### config.mk
export PLATFORM = sky130hd
export DESIGN_NAME = txcps_ram
export DESIGN_NICKNAME = d
export VERILOG_FILES = /design/src/rtl/txcps_ram.sv
export SDC_FILE = /design/constraint.sdc
export NUM_CORES = 1
export LEC_CHECK = 0
export BUFFER_PORTS_ARGS = -buffer_cell sky130_fd_sc_hd__buf_2
export CAP_MARGIN = 20
export CORE_MARGIN = 5
export CORE_UTILIZATION = 57
export CTS_CLUSTER_DIAMETER = 60
export DETAILED_ROUTE_END_ITERATION = 16
export PLACE_DENSITY = 0.86
export SYNTH_ARGS = -nofsm -noshare
export SYNTH_HDL_FRONTEND = slang
export SYNTH_SLANG_ARGS = --single-unit
export TNS_END_PERCENT = 50
### constraint.sdc
create_clock -name clk -period 4.26 [get_ports clk]
set_input_delay 0.426 -clock clk [delete_from_list [all_inputs] [get_ports clk]]
set_output_delay 0.426 -clock clk [all_outputs]
set_load 0.03 [all_outputs]
### src/rtl/txcps_ram.sv
// generic single-port ram with registered read
module txcps_ram #(
    parameter int WIDTH = 8,
    parameter int DEPTH = 16
) (
    input  logic                     clk,
    input  logic                     we,
    input  logic [$clog2(DEPTH)-1:0] addr,
    input  logic [WIDTH-1:0]         wdata,
    output logic [WIDTH-1:0]         rdata
);
    logic [WIDTH-1:0] mem [DEPTH];
    always_ff @(posedge clk)
    begin
        if (we)
        begin
            mem[addr] <= wdata;
        end
        rdata <= mem[addr];
    end
endmodule

==> impl_summary.log <==
INFO  metric yosys-top-cells-area = sky130_fd_sc_hd__edfxtp_1 (76%), sky130_fd_sc_hd__mux4_2 (14%), sky130_fd_sc_hd__dfxtp_1 (3.2%), sky130_fd_sc_hd__a22oi_1 (2.4%), sky130_fd_sc_hd__nor2_1 (0.96%)
INFO  metric num_vias = 2,417
INFO  metric syn_inst = 230
INFO  metric fp.coreArea = 8680 um^2
INFO  metric report.final.setup_viol = 0
INFO  metric fillers = 519
INFO  metric clock.fmax = 0.467 GHz
INFO  metric cts-htree-levels = 4
INFO  metric timing.final.ws_setup = 2.12 ns
INFO  metric maxSlewViolCount = 0
INFO  metric clk_transition_reported_paths = 0.06 ns
INFO  metric grt_pass1_wl = 15,300 um
INFO  metric whs = 0.321 ns
INFO  metric worstMarginPinSlew = 0.901 ns
INFO  metric worst_clock_skew = 0.00667 ns
INFO  metric first_global_vias = 2,563
INFO  metric share_of_the_clock_period_used_by_the_worst_path = 0.503
INFO  metric placed_cells = 351
INFO  metric avgSynthCellArea = 22.0 um^2
INFO  metric num_antenna_cells = 0
INFO  metric crit_fanout = 25
INFO  metric timing.setup.tns = 0 ns
INFO  metric worstPathRequired = 4.41 ns
INFO  metric sequential_element_share_of_the_synthesized_area = 0.790
INFO  metric dp_hpwl = 5630 um
INFO  metric dieArea = 10,900 um^2
INFO  metric drt_pre_antenna_iters = 5
INFO  metric post_drt_via_cell_ratio = 6.29
INFO  metric p_total = 3.04 mW
INFO  metric post_cts_resized = 0
INFO  metric ant_nets = 0
INFO  metric final_layout_size_suffix_gt1_frac = 0.315
INFO  metric flow.area_growth_from_synthesis = 15.4%
INFO  metric avgRoutedWirePerCell = 25.6 um
INFO  metric yosys_warnings = 0
INFO  metric post-route-drc-count = 0
INFO  metric tritoncts = yes
INFO  metric final_period_minus_worst_setup_slack = 2.14 ns
INFO  metric predominant_post_synthesis_flop_cell = sky130_fd_sc_hd__edfxtp_1
INFO  metric io_buffers = 21
INFO  metric synth_cell_types = 18
INFO  metric die_height = 104 um
INFO  metric ir_drop = 0.363 mV
INFO  metric detailedPlace.worstSlack = 1.56 ns
INFO  metric cp.arrival = 2.29 ns
INFO  metric final_area = 5850 um^2
INFO  metric critPathKind = in2reg
INFO  metric number_of_flops_mapped_to_enable_cells_by_yosys = 128
INFO  metric ys_ff_latch = 136
INFO  metric synth-async-reset-ratio = 0
INFO  metric finalWirelength = 9830 um
INFO  metric startpoint_type = input pin
INFO  metric post-cts-setup-buffer-count = 0
INFO  metric yosys.area.top_type = sky130_fd_sc_hd__edfxtp_1
INFO  metric power.static_leakage = 1.91 nW
INFO  metric cts_buffers = 17
INFO  metric most_frequent_cell_after_synthesis = sky130_fd_sc_hd__edfxtp_1
INFO  metric die_width = 104 um
INFO  metric ioPinCount = 22
INFO  metric drt-initial-drc-count = 242
INFO  metric std_cell_rows = 34
INFO  metric clock_sink_count = 136
INFO  metric synthDominantCellAreaShare = 0.759
INFO  metric syn-num-nets = 244
INFO  metric outcome = finished, final reports clean
INFO  metric initial_core_utilization = 0.584
INFO  metric cellPowerDensity = 520 nW/um^2
INFO  metric design.final.nets = 278
INFO  metric postCtsHoldBufs = 0
INFO  metric final_hold_viol_count = 0
INFO  metric timing.max_slew.rel_slack = 0.400
INFO  metric placed_cell_area = 5270 um^2
INFO  metric netlist_area = 5070 um^2
INFO  metric globalRouteOverflowTotal = 0
INFO  metric drv.max_cap_violation_count = 0
INFO  metric grt_start_max_net_pins = 40
INFO  metric min_path_type = in2reg
INFO  metric number_of_antenna_violations_at_the_first_check_in_global_routing = 0
INFO  metric fin_cells = 384
INFO  metric final_util = 0.674
INFO  metric insertion_delay = 0.52 ns
INFO  metric most_frequent_cells_after_synthesis = sky130_fd_sc_hd__edfxtp_1 (128), sky130_fd_sc_hd__mux4_2 (32), sky130_fd_sc_hd__a22oi_1 (16)
INFO  metric grt.total_usage = 0.196
INFO  metric routabilityCongestion = 0.810
INFO  metric cts_root_buf = sky130_fd_sc_hd__clkbuf_8
INFO  metric worst_setup_path_end_kind = flip-flop
INFO  metric clk_path_buf_depth = 2
INFO  metric setup_repair_after_global_routing_missed_its_margin = false
final cells by class:
| type | count | area, um^2 | area share |
|---|---|---|---|
| clock buffer | 23 | 467 | 0.0798 |
| tap | 108 | 135 | 0.0231 |
| timing repair buffer | 26 | 140 | 0.0240 |
| multi-input combinational | 83 | 1000 | 0.172 |
| sequential | 136 | 4000 | 0.685 |
| clock inverter | 8 | 97.6 | 0.0167 |
path summary, 6_finish.rpt:
path              depth (start not counted)           startpoint  slack, ns                    to
setup reg to reg                          3  mem[3][0]$_DFFE_PP_       2.79      rdata[0]$_DFF_P_
hold / removal                            1             wdata[1]       0.32   mem[6][1]$_DFFE_PP_
hold reg to reg                           3  mem[8][4]$_DFFE_PP_       0.68      rdata[4]$_DFF_P_
setup / recovery                          4              addr[0]       2.12  mem[15][6]$_DFFE_PP_
registers in the layout (all words and copies together) (netlist names):
signal  flops
rdata       8
mem       128
power breakdown:
| part | internal, mW | switching, mW |
|---|---|---|
| clock | 0.872 | 0.511 |
| sequential | 1.50 | 0.00850 |
| combinational | 0.0547 | 0.0981 |
| total | 2.42 | 0.617 |
metal layers:
| metal | GRT usage | wire length, um | vias up |
|---|---|---|---|
| met5 | 0 | 0 | - |
| met4 | 0.0860 | 197 | 0 |
| met3 | 0.0615 | 633 | 14 |
| met2 | 0.321 | 5250 | 102 |
| met1 | 0.241 | 3750 | 1272 |
| li1 | - | - | 1029 |
layout by cell type, fill, tap and decap left out:
cell                         count
sky130_fd_sc_hd__edfxtp_1      128
sky130_fd_sc_hd__mux4_2         32
sky130_fd_sc_hd__buf_2          22
sky130_fd_sc_hd__a22oi_1        16
sky130_fd_sc_hd__clkbuf_16      16
sky130_fd_sc_hd__nor2_1         13
sky130_fd_sc_hd__nand2_1         9
sky130_fd_sc_hd__dfxtp_1         8
sky130_fd_sc_hd__nor3_1          4
sky130_fd_sc_hd__clkbuf_8        4
sky130_fd_sc_hd__clkbuf_1        3
sky130_fd_sc_hd__clkinvlp_4      3
sky130_fd_sc_hd__clkinv_2        3
sky130_fd_sc_hd__buf_4           3
sky130_fd_sc_hd__nor2b_1         2
sky130_fd_sc_hd__nand3b_1        2
sky130_fd_sc_hd__nand2b_1        2
sky130_fd_sc_hd__bufinv_16       2
sky130_fd_sc_hd__and2_1          1
sky130_fd_sc_hd__nand3_1         1
sky130_fd_sc_hd__or3b_2          1
sky130_fd_sc_hd__clkbuf_4        1
cells by family (layout without fill, tap and decap cells):
family,count (synthesis),after routing,share of synthesized area
and+or+nand+nor,35,35,0.0321
buffers and inverters,11,57,0.0119
muxes,32,32,0.142
DFF,136,136,0.790
AOI/OAI and AO/OA,16,16,0.0237
critical path, cell delays in order:
cell and delay [ns]:
sky130_fd_sc_hd__buf_2 0.60, sky130_fd_sc_hd__buf_4 0.40, sky130_fd_sc_hd__nand2_1 0.18, sky130_fd_sc_hd__nor2_1 0.67
No activity file was read; power rests on OpenSTA's default activity.
